<file path="config.mk">
export PLATFORM = sky130hd
export DESIGN_NAME = atp_mac_cell
export DESIGN_NICKNAME = d
export VERILOG_FILES = /design/src/rtl/atp_pkg.sv /design/src/rtl/atp_mac_cell.sv
export SDC_FILE = /design/constraint.sdc
export NUM_CORES = 2
export LEC_CHECK = 0
export ABC_AREA = 1
export BUFFER_PORTS_ARGS = -buffer_cell sky130_fd_sc_hd__buf_2
export CORE_ASPECT_RATIO = 1.1
export CORE_MARGIN = 5
export CORE_UTILIZATION = 40
export CTS_CLUSTER_DIAMETER = 60
export DETAILED_ROUTE_END_ITERATION = 10
export SKIP_CTS_REPAIR_TIMING = 1
export SKIP_LAST_GASP = 1
export SLEW_MARGIN = 20
export SYNTH_ARGS = -nofsm -noshare
export SYNTH_HDL_FRONTEND = slang
export SYNTH_SLANG_ARGS = --single-unit
</file>
<file path="constraint.sdc">
create_clock -name clock -period 8.9 [get_ports clock]
set_input_delay 0.445 -clock clock [delete_from_list [all_inputs] [get_ports clock]]
set_output_delay 0.445 -clock clock [all_outputs]
set_load 0.03 [all_outputs]
</file>
<file path="src/rtl/atp_pkg.sv">
`default_nettype none

package atp_pkg;

   // Internal values are signed with 32 fraction bits
   localparam int VAL_W = 36;
   typedef logic signed [VAL_W-1:0] val_type;

   // Reciprocal divider geometry
   localparam int Z_W       = 32;
   localparam int QUO_W     = 33;
   localparam int DIV_CELLS = QUO_W;
   localparam logic [Z_W-1:0] REM_INIT = 32'h0000_8000;
   localparam logic [Z_W-1:0] ONE_Q16  = 32'h0001_0000;

   // Polynomial chain geometry
   localparam int MAC_STEPS = 16;
   localparam int NCOEF     = 19;

   // Angle constants
   localparam val_type PIO2_Q32 = 36'sd6746518852;
   localparam logic [31:0] ANGLE_MAX = 32'd1686629713;

   // One beat inside the divider
   typedef struct packed {
      logic [Z_W-1:0]   rem;
      logic [QUO_W-1:0] quo;
      logic [Z_W-1:0]   z;
      logic             negin;
      logic             reduce;
   } div_type;

   // One beat inside the polynomial chain
   typedef struct packed {
      val_type a;
      val_type s;
      val_type q;
      val_type p;
      val_type t;
      logic    negin;
      logic    reduce;
   } ctx_type;

   // Minimax coefficient rounded to Q.32; odd/even pairs first, then s-terms
   function automatic val_type coef_q32(input int idx);
      logic [53:0] mant;
      int          shr;
      logic        neg;
      logic [53:0] rnd;
      mant = '0;
      shr  = 1;
      neg  = 1'b0;
      case (idx)
         0:  begin mant = 54'h153e1d2a258e3a; shr = 36; neg = 1'b1; end
         1:  begin mant = 54'h1d3b63dbb6167a; shr = 33; neg = 1'b0; end
         2:  begin mant = 54'h1312788ddde71d; shr = 30; neg = 1'b1; end
         3:  begin mant = 54'h1f9690c824aaf1; shr = 29; neg = 1'b0; end
         4:  begin mant = 54'h12cf5aabc7dbd2; shr = 27; neg = 1'b1; end
         5:  begin mant = 54'h1162b0b2a3bcdc; shr = 26; neg = 1'b0; end
         6:  begin mant = 54'h1a7256feb6f841; shr = 26; neg = 1'b1; end
         7:  begin mant = 54'h1171560ce4a4ec; shr = 25; neg = 1'b0; end
         8:  begin mant = 54'h14f44d841450e8; shr = 25; neg = 1'b1; end
         9:  begin mant = 54'h17ee3d3f36bbc6; shr = 25; neg = 1'b0; end
         10: begin mant = 54'h1ad32ae04a9fd8; shr = 25; neg = 1'b1; end
         11: begin mant = 54'h1e17813d669537; shr = 25; neg = 1'b0; end
         12: begin mant = 54'h111089ca9a5be4; shr = 24; neg = 1'b1; end
         13: begin mant = 54'h13b12b2db5173c; shr = 24; neg = 1'b0; end
         14: begin mant = 54'h1745d022f8dc5f; shr = 24; neg = 1'b1; end
         15: begin mant = 54'h1c71c709dfe925; shr = 24; neg = 1'b0; end
         16: begin mant = 54'h12492491fa1742; shr = 23; neg = 1'b1; end
         17: begin mant = 54'h199999999840cd; shr = 23; neg = 1'b0; end
         18: begin mant = 54'h15555555555448; shr = 22; neg = 1'b1; end
         default: begin mant = '0; shr = 1; neg = 1'b0; end
      endcase
      rnd = (mant + (54'd1 << (shr - 1))) >> shr;
      return neg ? -val_type'(rnd) : val_type'(rnd);
   endfunction

endpackage

`default_nettype wire

</file>
<file path="src/rtl/atp_mac_cell.sv">
`default_nettype none

// Pipelined multiply-add: result = round(x*y / 2^32) + addend
module atp_mac_cell (
   input  wire logic             clock,
   input  wire logic             enable,
   input  wire atp_pkg::val_type x,
   input  wire atp_pkg::val_type y,
   input  wire atp_pkg::val_type addend,
   output atp_pkg::val_type      result
);

   atp_pkg::val_type xn, yn;
   logic [32:0] xm, ym;
   logic [65:0] prod_ff, prod_in;
   logic        neg_ff, neg_in;
   atp_pkg::val_type add_ff;
   logic [65:0] prod_rnd;
   atp_pkg::val_type mag, result_ff, result_in;

   // Sign and magnitude of the operands, 33 magnitude bits kept
   always_comb begin
      xn      = -x;
      yn      = -y;
      xm      = x[atp_pkg::VAL_W-1] ? xn[32:0] : x[32:0];
      ym      = y[atp_pkg::VAL_W-1] ? yn[32:0] : y[32:0];
      prod_in = {33'd0, xm} * {33'd0, ym};
      neg_in  = x[atp_pkg::VAL_W-1] ^ y[atp_pkg::VAL_W-1];
   end

   // Round to nearest, ties away from zero, restore sign, add
   always_comb begin
      prod_rnd  = prod_ff + 66'h0_8000_0000;
      mag       = atp_pkg::val_type'({2'b00, prod_rnd[65:32]});
      result_in = (neg_ff ? -mag : mag) + add_ff;
   end

   always_ff @(posedge clock) begin
      if (enable) begin
         prod_ff   <= prod_in;
         neg_ff    <= neg_in;
         add_ff    <= addend;
         result_ff <= result_in;
      end
   end

   assign result = result_ff;

endmodule

`default_nettype wire

</file>
==> results.toml <==
[floorplanning]
rows = 127
start_util_pct = 40.4
dieArea_mm2 = 0.117
die_w_um = 326
die_h_um = 358
io_pins = 146
core_mm2 = 0.109

[worst_setup_path]
critPathRequiredTime_ns = 9.02
cpPeakStageDelay_ns = 0.56
rrSetupSlack_ns = 3.63
path_common_cell = "fa_1"
crit_slowest_cell = "fa_1"
critPathKind = "in -> reg"
critPathArrivalTime_ns = 8.74
cp-start-kind = "input port"
cp-end-kind = "flop"
worstPathMaxFanout = 10

[drt]
wire_per_inst_um = 19.9
drt_wl_total_mm = 146
route.detailed.drc = 0
dr.pass1.iters = 5
routed_via_density = 5.08
vias = 37265
ant_nets = 0
drt_iter0_markers = 2328

[clock_tree]
cts_tree = "built"
h-tree-depth = 3
clk_pin_slew_ns = 0.07
clk_path_buf_depth = 2
cts_buffers = 9
cts_root_buffer = "clkbuf_16"
clock-sinks = 108
worstSkewPairLatency_ns = 0.37

[worst_hold_path]
hp-class = "in -> reg"

[synthesis]
syn_nets = 7010
ys.flop_type = "edfxtp_1"
synth-edff-count = 108
ys_async_sr_fraction_pct = 0
ys_warn_count = 0
synth_cells = 5642
yosysSeqAreaShare_pct = 7.36
synth.distinct_cells = 52
synth-seq-cells = 108
syn_avg_cell_area_um2 = 7.81
syn-cell-area_mm2 = 0.0441

[final_layout]
syn_to_final_growth_pct = 11.1
nets = 7281
final_cell_count_no_fill = 7338
drive_gt1_share_pct = 9.36
fin_area_mm2 = 0.0490

[grt]
grt_pass1_vias = 40304
antenna_found_initial = 3
grt_use_total_pct = 25.4
grt_pass1_wl_mm = 228
grt_remaining_overflow = 0
grt_max_degree = 56

[placed_design]
place_inst = 7316
hpwl_mm = 126
place_area_mm2 = 0.0485
globalplace.congestion = 0.945
port_buffers = 141

[sta]
rsz0062_at_grt = "yes"
slew_headroom_pct = 29.8
worst_slew_pin_slew_ns = 1.05
slew_violations = 0
fin_crit_ns = 8.62
fin_worst_skew_ns = 0.00727
setup_viol = 0
clock.fmax_mhz = 116
finalCritPeriodShare_pct = 96.9
hold_viol = 0

[run]
maxCapViolations = 0

[run_status]
run_status = "finished, final reports clean"
[per-stage QoR]
stage	setup TNS, ns	utilization, %	hold WS (ns)	worst slack, ns
2_1_floorplan	0	-	0.526	0.485
3_3_place_gp	-0.225	44.5	0.568	-0.113
3_5_place_dp	-0.881	44.5	0.542	-0.240
4_1_cts	0	44.8	0.239	0.148
5_1_grt	-0.0192	44.9	0.234	-0.0192
6_report	0	44.9	0.252	0.276
[synthesized netlist by cell type (all sizes together) (2+ instances only)]
library cell,number,area (um2)
inv,1357,5100
nand2,1233,4650
fa,958,19200
nor2,798,3030
ha,300,3750
a21oi,144,721
clkbuf,143,537
nand3,122,621
edfxtp,108,3240
o21ai,104,536
xor2,86,772
buf,41,206
xnor2,33,289
nand4,32,215
nor3,25,141
nor4,19,119
a21o,18,135
or2,18,113
o21a,16,120
clkinv,14,52.6
a31oi,12,75.1
o21bai,10,75.1
a21boi,7,52.6
o31ai,7,52.6
nand3b,6,45.0
o211ai,6,45.0
a211oi,4,30.0
o2111ai,4,35.0
o221ai,4,35.0
or3,4,25.0
and3,3,18.8
nor3b,2,15.0
[cell type report]
cell class | count | area (um2)
Timing Repair Buffer | 444 | 3380
Antenna cell | 1 | 2.50
Clock buffer | 10 | 229
Fill cell | 10999 | 60200
Sequential cell | 108 | 3240
Multi-Input combinational cell | 3979 | 35100
Inverter | 1371 | 5170
Clock inverter | 6 | 96.3
Tap cell | 1419 | 1780
[kinds of logic (layout without fill, tap and decap cells)]
group | Yosys count | in the layout | synth area share (%)
AO/OA/AOI/OAI | 339 | 339 | 4.40
adder cells (fa/ha/maj) | 1258 | 1258 | 52.0
flip-flops | 108 | 108 | 7.36
buffers and inverters | 1555 | 1831 | 13.4
XOR/XNOR | 119 | 119 | 2.41
other | 0 | 1 | 0
AND/OR/NAND/NOR | 2263 | 2263 | 20.4
[layer usage]
| layer | track usage [%] | up-vias | part of all wire, % |
|---|---|---|---|
| li1 | - | 17045 | - |
| met2 | 44.3 | 1287 | 48 |
| met5 | 0 | - | 0.016 |
| met3 | 4.20 | 351 | 6.9 |
| met1 | 31.2 | 18578 | 40 |
| met4 | 11.2 | 4 | 5.5 |
[critical path: cells and delay by family]
| family | cells | cell delay [ns] |
|---|---|---|
| adders and majority gates | 10 | 4.52 |
| buffers and inverters | 10 | 1.47 |
| and+or+nand+nor | 11 | 1.37 |
| AOI/OAI and AO/OA | 4 | 0.76 |
| xor gates and xnor gates | 1 | 0.19 |
[state kept, by name, summed over array words and instances, names as in the netlist]
name     count
result      36
add_ff      36
neg_ff       1
prod_ff     35
[cells in the final DEF, fill, tap and decap left out, types with 19 or more instances in the layout]
| cell | synthesis | layout |
|---|---|---|
| fa_1 | 958 | 958 |
| buf_12 | 0 | 32 |
| nand3_1 | 120 | 120 |
| buf_4 | 1 | 272 |
| nor2_1 | 784 | 784 |
| inv_1 | 1338 | 1335 |
| a21oi_1 | 144 | 142 |
| xnor2_1 | 33 | 30 |
| nand2_1 | 1225 | 1224 |
| nand4_1 | 31 | 31 |
| edfxtp_1 | 108 | 108 |
| xor2_1 | 85 | 75 |
| buf_2 | 33 | 140 |
| ha_1 | 300 | 300 |
| nor4_1 | 19 | 19 |
| nor3_1 | 23 | 23 |
| o21ai_0 | 95 | 93 |
[final timing paths]
check | from | endpoint | cells past startpoint
max reg2reg | prod_ff[31]$_DFFE_PP_ | result[35]$_DFFE_PP_ | 25
max | y[0] | prod_ff[64]$_DFFE_PP_ | 36
min | addend[25] | add_ff[25]$_DFFE_PP_ | 1
min reg2reg | add_ff[0]$_DFFE_PP_ | result[0]$_DFFE_PP_ | 1
Power is not shown: default switching activity piles up to over one toggle a cycle in this logic, so the estimate is an artifact.
