### config.mk
export PLATFORM = sky130hd
export DESIGN_NAME = atp_div_cell
export DESIGN_NICKNAME = d
export VERILOG_FILES = /design/src/rtl/atp_pkg.sv /design/src/rtl/atp_div_cell.sv
export SDC_FILE = /design/constraint.sdc
export NUM_CORES = 1
export LEC_CHECK = 0
export BUFFER_PORTS_ARGS = -buffer_cell sky130_fd_sc_hd__buf_2
export CAP_MARGIN = 20
export CORE_UTILIZATION = 45
export DETAILED_ROUTE_END_ITERATION = 7
export GPL_TIMING_DRIVEN = 0
export PLACE_DENSITY = 0.77
export SLEW_MARGIN = 30
export SYNTH_ARGS = -nofsm -noshare
export SYNTH_HDL_FRONTEND = slang
export SYNTH_SLANG_ARGS = --single-unit
export TNS_END_PERCENT = 1
### constraint.sdc
create_clock -name clock -period 3.4 [get_ports clock]
set_input_delay 1.02 -clock clock [delete_from_list [all_inputs] [get_ports clock]]
set_output_delay 1.02 -clock clock [all_outputs]
set_load 0.05 [all_outputs]
### src/rtl/atp_pkg.sv
`default_nettype none

package atp_pkg;

   // Internal values are signed with 32 fraction bits
   localparam int VAL_W = 36;
   typedef logic signed [VAL_W-1:0] val_type;

   // Reciprocal divider geometry
   localparam int Z_W       = 32;
   localparam int QUO_W     = 33;
   localparam int DIV_CELLS = QUO_W;
   localparam logic [Z_W-1:0] REM_INIT = 32'h0000_8000;
   localparam logic [Z_W-1:0] ONE_Q16  = 32'h0001_0000;

   // Polynomial chain geometry
   localparam int MAC_STEPS = 16;
   localparam int NCOEF     = 19;

   // Angle constants
   localparam val_type PIO2_Q32 = 36'sd6746518852;
   localparam logic [31:0] ANGLE_MAX = 32'd1686629713;

   // One beat inside the divider
   typedef struct packed {
      logic [Z_W-1:0]   rem;
      logic [QUO_W-1:0] quo;
      logic [Z_W-1:0]   z;
      logic             negin;
      logic             reduce;
   } div_type;

   // One beat inside the polynomial chain
   typedef struct packed {
      val_type a;
      val_type s;
      val_type q;
      val_type p;
      val_type t;
      logic    negin;
      logic    reduce;
   } ctx_type;

   // Minimax coefficient rounded to Q.32; odd/even pairs first, then s-terms
   function automatic val_type coef_q32(input int idx);
      logic [53:0] mant;
      int          shr;
      logic        neg;
      logic [53:0] rnd;
      mant = '0;
      shr  = 1;
      neg  = 1'b0;
      case (idx)
         0:  begin mant = 54'h153e1d2a258e3a; shr = 36; neg = 1'b1; end
         1:  begin mant = 54'h1d3b63dbb6167a; shr = 33; neg = 1'b0; end
         2:  begin mant = 54'h1312788ddde71d; shr = 30; neg = 1'b1; end
         3:  begin mant = 54'h1f9690c824aaf1; shr = 29; neg = 1'b0; end
         4:  begin mant = 54'h12cf5aabc7dbd2; shr = 27; neg = 1'b1; end
         5:  begin mant = 54'h1162b0b2a3bcdc; shr = 26; neg = 1'b0; end
         6:  begin mant = 54'h1a7256feb6f841; shr = 26; neg = 1'b1; end
         7:  begin mant = 54'h1171560ce4a4ec; shr = 25; neg = 1'b0; end
         8:  begin mant = 54'h14f44d841450e8; shr = 25; neg = 1'b1; end
         9:  begin mant = 54'h17ee3d3f36bbc6; shr = 25; neg = 1'b0; end
         10: begin mant = 54'h1ad32ae04a9fd8; shr = 25; neg = 1'b1; end
         11: begin mant = 54'h1e17813d669537; shr = 25; neg = 1'b0; end
         12: begin mant = 54'h111089ca9a5be4; shr = 24; neg = 1'b1; end
         13: begin mant = 54'h13b12b2db5173c; shr = 24; neg = 1'b0; end
         14: begin mant = 54'h1745d022f8dc5f; shr = 24; neg = 1'b1; end
         15: begin mant = 54'h1c71c709dfe925; shr = 24; neg = 1'b0; end
         16: begin mant = 54'h12492491fa1742; shr = 23; neg = 1'b1; end
         17: begin mant = 54'h199999999840cd; shr = 23; neg = 1'b0; end
         18: begin mant = 54'h15555555555448; shr = 22; neg = 1'b1; end
         default: begin mant = '0; shr = 1; neg = 1'b0; end
      endcase
      rnd = (mant + (54'd1 << (shr - 1))) >> shr;
      return neg ? -val_type'(rnd) : val_type'(rnd);
   endfunction

endpackage

`default_nettype wire

### src/rtl/atp_div_cell.sv
`default_nettype none

// One restoring step of the reciprocal divider: one quotient bit per cell
module atp_div_cell (
   input  wire logic              clock,
   input  wire logic              enable,
   input  wire atp_pkg::div_type  d_in,
   input  wire logic              num_bit,
   output atp_pkg::div_type       d_out
);

   atp_pkg::div_type     d_ff, d_in_next;
   logic [atp_pkg::Z_W:0] rem_sh;
   logic [atp_pkg::Z_W:0] diff;
   logic                  ge;

   // Shift in the next numerator bit, trial subtract the divisor
   always_comb begin
      rem_sh    = {d_in.rem, num_bit};
      diff      = rem_sh - {1'b0, d_in.z};
      ge        = rem_sh >= {1'b0, d_in.z};
      d_in_next = d_in;
      d_in_next.rem = ge ? diff[atp_pkg::Z_W-1:0] : rem_sh[atp_pkg::Z_W-1:0];
      d_in_next.quo = {d_in.quo[atp_pkg::QUO_W-2:0], ge};
   end

   // Hand the beat to the next cell
   always_ff @(posedge clock) begin
      if (enable) begin
         d_ff <= d_in_next;
      end
   end

   assign d_out = d_ff;

endmodule

`default_nettype wire

==> results of run 1 <==
[power breakdown]
part | switching, uW | leakage [uW] | internal (uW) | total (uW)
registers | 31.5 | 0.000970 | 1500 | 1540
clock network | 467 | 0.000131 | 504 | 971
logic | 870 | 0.00204 | 386 | 1260
total | 1370 | 0.00314 | 2390 | 3760
[worst paths after layout]
path | from | endpoint | slack (ps) | depth (start not counted)
worst min-delay path | d_in[61] | d_out[62] | 840 | 1
worst max-delay path | d_in[24] | d_out[87] | 60 | 11
[final cells by class]
cell class / count / area (sq um)
Buffer: 13 / 118
Clock inverter: 6 / 48.8
Multi-Input combinational cell: 296 / 2190
Fill cell: 949 / 4470
Clock buffer: 10 / 229
Inverter: 46 / 173
Sequential cell: 99 / 2970
Timing Repair Buffer: 205 / 1080
Tap cell: 143 / 179
[through the flow]
stage | worst slack [ps] | power, uW | hold slack [ps] | area, sq um | instances
4_1_cts | -32.0 | 3740 | 821 | 6820 | 818
3_5_place_dp | -551 | 2760 | 1200 | 6510 | 801
5_1_grt | -12.4 | 3920 | 820 | 7000 | 818
3_3_place_gp | -524 | 2740 | 1200 | 6470 | 800
6_report | 63.8 | 3760 | 838 | 7000 | 818
2_1_floorplan | 11.9 | 2440 | 1120 | 5300 | 458
[timing repair]
action                                  in CTS  in global routing
gates resized for setup                      5                 36
endpoints found under the hold margin        0                  0
endpoints found under the setup margin      18                 31
cloned                                       0                  1
setup buffers                                1                  3
pin swaps                                    1                  8
[worst max-delay path, delay by kind of cell]
kind / cells / cell delay, ps
compound gates: 4 / 890
fa+ha+maj: 1 / 310
buf+inv: 3 / 340
mux: 1 / 290
simple gates: 2 / 590
[routing by layer]
layer	vias to the layer above	wire length, um
met5	-	0
met4	0	175
met3	13	750
met2	143	6970
met1	2019	5920
li1	2099	-
[cell usage in the layout (no fill, tap or decap), types with 3 or more instances in the layout]
cell / Yosys / final
o21a_1: 6 / 5
ha_1: 32 / 30
buf_2: 5 / 201
o21ai_0: 17 / 17
nor3_1: 3 / 3
nand3_1: 8 / 7
and2_1: 3 / 3
mux2_4: 8 / 8
buf_4: 1 / 6
nand2b_1: 7 / 7
a21oi_2: 1 / 6
clkbuf_16: 0 / 10
buf_6: 5 / 5
edfxtp_1: 99 / 99
a21o_1: 8 / 8
clkbuf_1: 6 / 3
nand2_1: 24 / 23
nor2_1: 37 / 35
o31ai_1: 7 / 6
nand4_1: 8 / 8
inv_1: 46 / 45
o21bai_1: 5 / 5
a21oi_1: 54 / 48
xnor2_1: 16 / 16
a2111oi_2: 0 / 3
xor2_1: 10 / 10
[logic make-up (layout without fill, tap and decap cells)]
logic type	Yosys count	after routing
AOI/OAI and AO/OA	120	120
muxes	10	10
DFF	99	99
buffers and inverters	63	280
xor gates and xnor gates	26	26
adders and majority gates	33	33
and+or+nand+nor	107	107
==> impl_metrics.tcl, run 1 <==
set metrics [dict create \
    outcome "completed" \
    ctsHoldBuffers 0 \
    yosysTopAreaCell "edfxtp_1" \
    cts_buffers 9 \
    synth_compound_area_share_pct 13.8 \
    cp_cell_sequence "buf_2 > inv_1 > ha_2 > and3_1 > o21a_1 > a311oi_4 > o21ai_2 > or3b_1 > o21a_4 > clkbuf_16 > mux2_4" \
    syn-num-nets 593 \
    clock_sinks 99 \
    final_util_pct 61.0 \
    synth_xor_area_share_pct 4.30 \
    yosys.area_share.simple_pct 9.87 \
    met1_usage_pct 27.2 \
    n_antenna_cell 0 \
    synth.most_common_cell "edfxtp_1" \
    syn_area_sq_um 5300 \
    drtAntennaViolNets 0 \
    synth_edf_count 99 \
    maxCapViolations 0 \
    max_freq_mhz 300 \
    die_y_um 111 \
    synth_top_area_share_pct 56.1 \
    drive_gt1_share_pct 39.9 \
    netlist_instances 458 \
    clock_tree.root_cell "clkbuf_16" \
    finalCriticalPeriod_ps 3340 \
    cts_htree_levels 3 \
    antenna_found_initial 0 \
    yosys.cell_types.count 49 \
    hp-class "input port to flop" \
    cpMaxStageDelayCell "or3b_1" \
    async_flop_share_pct 0 \
    drt-total-wl_um 13800 \
    power.leakage_uw 0.00314 \
    grt_overflow_total 0 \
    worstSetupStartpointType "input port" \
    num_rows 39 \
    cp.arrival_ps 3440 \
    cp-end-kind "flop" \
    max_slew_margin_pct 68.1 \
    place_congestion 0.822 \
    vias_per_cell 5.22 \
    use_met3_pct 5.32 \
    grt_usage_pct 22.4 \
    port_buffers 199 \
    crit_type "input port to flop" \
    slew_violations 0 \
    ys_seq_elements 99 \
    io_pins 201 \
    dr.pass1.iters 6 \
    report.final.setup_viol 0 \
    num_vias 4274 \
    clkTransAtPathRegs_ps 60 \
    yosys-mux-area-fraction_pct 2.64 \
    top_usage_layer "met2" \
    yosys.area_share.adder_pct 7.93 \
    tightestPinTransition_ps 478 \
    critPathMaxStageDelay_ps 400 \
    grt_pass1_vias 4262 \
    drt_iter0_markers 238 \
    remaining_drc_errors 0 \
    pwr_density_cell_nw_per_um2 538 \
    grt_start_max_net_pins 62 \
    synth_area_per_cell_sq_um 11.6 \
    hold_violations 0 \
    synth_commonest_cells "edfxtp_1 (99), a21oi_1 (54), inv_1 (46), nor2_1 (37), ha_1 (32)" \
    wire_per_inst_um 16.9 \
    crit_fanout 7 \
    cts_tree "yes" \
    cts_buffer_depth 2 \
    core_area_sq_um 11500 \
    finalSetupTns_ps 0 \
    synthToLayoutAreaGrowth_pct 32.0 \
    grt_pass1_wl_um 21300 \
    dieArea_sq_um 12200 \
    ys_seq_area_share_pct 56.1 \
    place_hpwl_um 10400 \
    largest_reg_flops 99 \
    synthesis.yosys.warnings 0 \
    met2_usage_pct 38.7 \
    die_w_um 111 \
    critical_path_required_ps 3510 \
    ys_top_cells_by_area "edfxtp_1 (56%), ha_1 (7.6%), a21oi_1 (5.1%)" \
    fin_crit_sh_pct 98.1 \
    synth_top_family_by_area "compound AO/OA/AOI/OAI gates" \
    ir_worst_vdd_v 0.000632 \
    initial_core_util_pct 46.2 \
    synth_ff_type "edfxtp_1" \
    finalNetCount 805 \
]
No activity file was read; power rests on OpenSTA's default activity.
==> run 2: changes to the inputs <==
--- a/config.mk
+++ b/config.mk
@@ -7,6 +7,7 @@
 export LEC_CHECK = 0
 export BUFFER_PORTS_ARGS = -buffer_cell sky130_fd_sc_hd__buf_2
 export CAP_MARGIN = 20
+export CORE_ASPECT_RATIO = 0.7
 export CORE_UTILIZATION = 45
 export DETAILED_ROUTE_END_ITERATION = 7
 export GPL_TIMING_DRIVEN = 0
==> run 2 against run 1 <==
Effect of this change: core utilization is 1.4 points higher; worst hold slack better by 12 ps; critical path depth is 1 higher; sequential share of layout area is 0.17 points lower; cell area is 0.39% higher; clock power hardly changed; cell count is 1.5% higher; sequential cell count stayed put; power hardly changed; wire length is 3.6% lower; via count is 0.73% higher; first-iteration DRC count is 20% lower; largest cell class unchanged; highest routed layer is now met5.
==> impl_metrics.tcl, run 2 (synthesis gave the netlist of run 1 again) <==
set metrics [dict create \
    dpl_cell_area_sq_um 6520 \
    cp.arrival_ps 3450 \
    report.final.setup_viol 0 \
    cts_htree_levels 3 \
    final_area_sq_um 7020 \
    dr.pass1.iters 4 \
    core_area_sq_um 11300 \
    cts_buffer_depth 2 \
    critical_path_required_ps 3500 \
    port_buffers 199 \
    cts_buffers 9 \
    initial_core_util_pct 47.1 \
    clkTransAtPathRegs_ps 70 \
    num_vias 4305 \
    ir_worst_vdd_v 0.000308 \
    place_hpwl_um 10000 \
    crit_family "compound AO/OA/AOI/OAI gates" \
    drtAntennaViolNets 0 \
    grt_pass1_wl_um 20000 \
    hp-class "input port to flop" \
    critPathBufInv 4 \
    hold_slack_ps 850 \
    cpMaxStageDelayCell "or3b_1" \
    crit_type "input port to flop" \
    grt_start_max_net_pins 62 \
    grt_overflow_total 0 \
    ctsHoldBuffers 0 \
    wire_per_inst_um 16.0 \
    slew_violations 0 \
    pwr_density_cell_nw_per_um2 535 \
    vias_per_cell 5.19 \
    fillers 949 \
    synthToLayoutAreaGrowth_pct 32.5 \
    antenna_found_initial 1 \
    cp-end-kind "flop" \
    crit_cells 12 \
    final_common_cell "buf_2" \
    largest_reg_flops 99 \
    drt-total-wl_um 13300 \
    fin_crit_sh_pct 98.8 \
    cp_cell_sequence "buf_2 > inv_2 > ha_4 > buf_6 > a21o_1 > o21a_1 > a311oi_4 > o21ai_2 > or3b_1 > o21a_2 > clkbuf_16 > mux2_4" \
    critPathMaxStageDelay_ps 380 \
    finalNetCount 807 \
    grt_pass1_vias 4156 \
    place_congestion 0.858 \
    worstSetupStartpointType "input port" \
    holdPathStages 1 \
    drt_iter0_markers 191 \
    worstHoldStart "d_in[44]" \
    clock_tree.root_cell "clkbuf_16" \
    outcome "completed" \
    drive_gt1_share_pct 39.9 \
    num_rows 32 \
    hold_violations 0 \
    power.leakage_uw 0.00314 \
    max_slew_margin_pct 63.1 \
    tightestPinTransition_ps 554 \
    remaining_drc_errors 0 \
    max_freq_mhz 298 \
    dieArea_sq_um 12200 \
    clock_sinks 99 \
    n_antenna_cell 0 \
    crit_fanout 8 \
    most-common-layout-cells "buf_2 (201), edfxtp_1 (99), a21oi_1 (50)" \
    startpoint "d_in[25]" \
    die_w_um 132 \
    cts_tree "yes" \
    die_y_um 92.8 \
    finalCriticalPeriod_ps 3360 \
    io_pins 201 \
    maxCapViolations 0 \
    grt_usage_pct 21.3 \
]
## run 2: per-layer routing
layer / track usage (%) / share of wire, % / up-vias
met3: 7.17 / 7.3 / 9
met1: 27.0 / 44 / 2043
met2: 35.3 / 48 / 148
met5: 0 / 0.060 / -
li1: - / - / 2103
met4: 4.94 / 0.53 / 2
## run 2: repair_timing
action,in CTS,in global routing
resized for setup,7,33
setup buffers,1,4
gates cloned,0,1
setup endpoints to repair,19,29
pin swaps,1,10
## run 2: cell type report
class | count | area, sq um | area share, %
Sequential cell | 99 | 2970 | 42.3
Multi-Input combinational cell | 296 | 2190 | 31.1
Timing Repair Buffer | 206 | 1090 | 15.6
Clock buffer | 9 | 225 | 3.21
Tap cell | 153 | 191 | 2.73
Inverter | 46 | 173 | 2.46
Buffer | 14 | 124 | 1.76
Clock inverter | 7 | 58.8 | 0.837
## run 2: path summary, 6_finish.rpt
check / end / slack (ps)
setup / recovery: d_out[81] / 40
hold / removal: d_out[45] / 850
## run 2: stage by stage
step                setup slack, ps  total power (uW)  instances  util, %  TNS [ps]
finish                         41.0              3760        830     62.4         0
global route                  -11.0              3920        830     62.4     -37.2
CTS                           -38.4              3740        828     60.8     -38.4
detailed placement             -455              2750        811     58.0    -11750
global placement               -411              2730        810     57.7     -9790
floorplan                      11.9              2440        458        -         0
## run 2: power breakdown
part	internal [uW]	leakage, uW	switching, uW	total (uW)
clock network	508	0.000134	464	972
logic	387	0.00204	865	1250
registers	1500	0.000970	30.4	1530
total	2400	0.00314	1360	3760
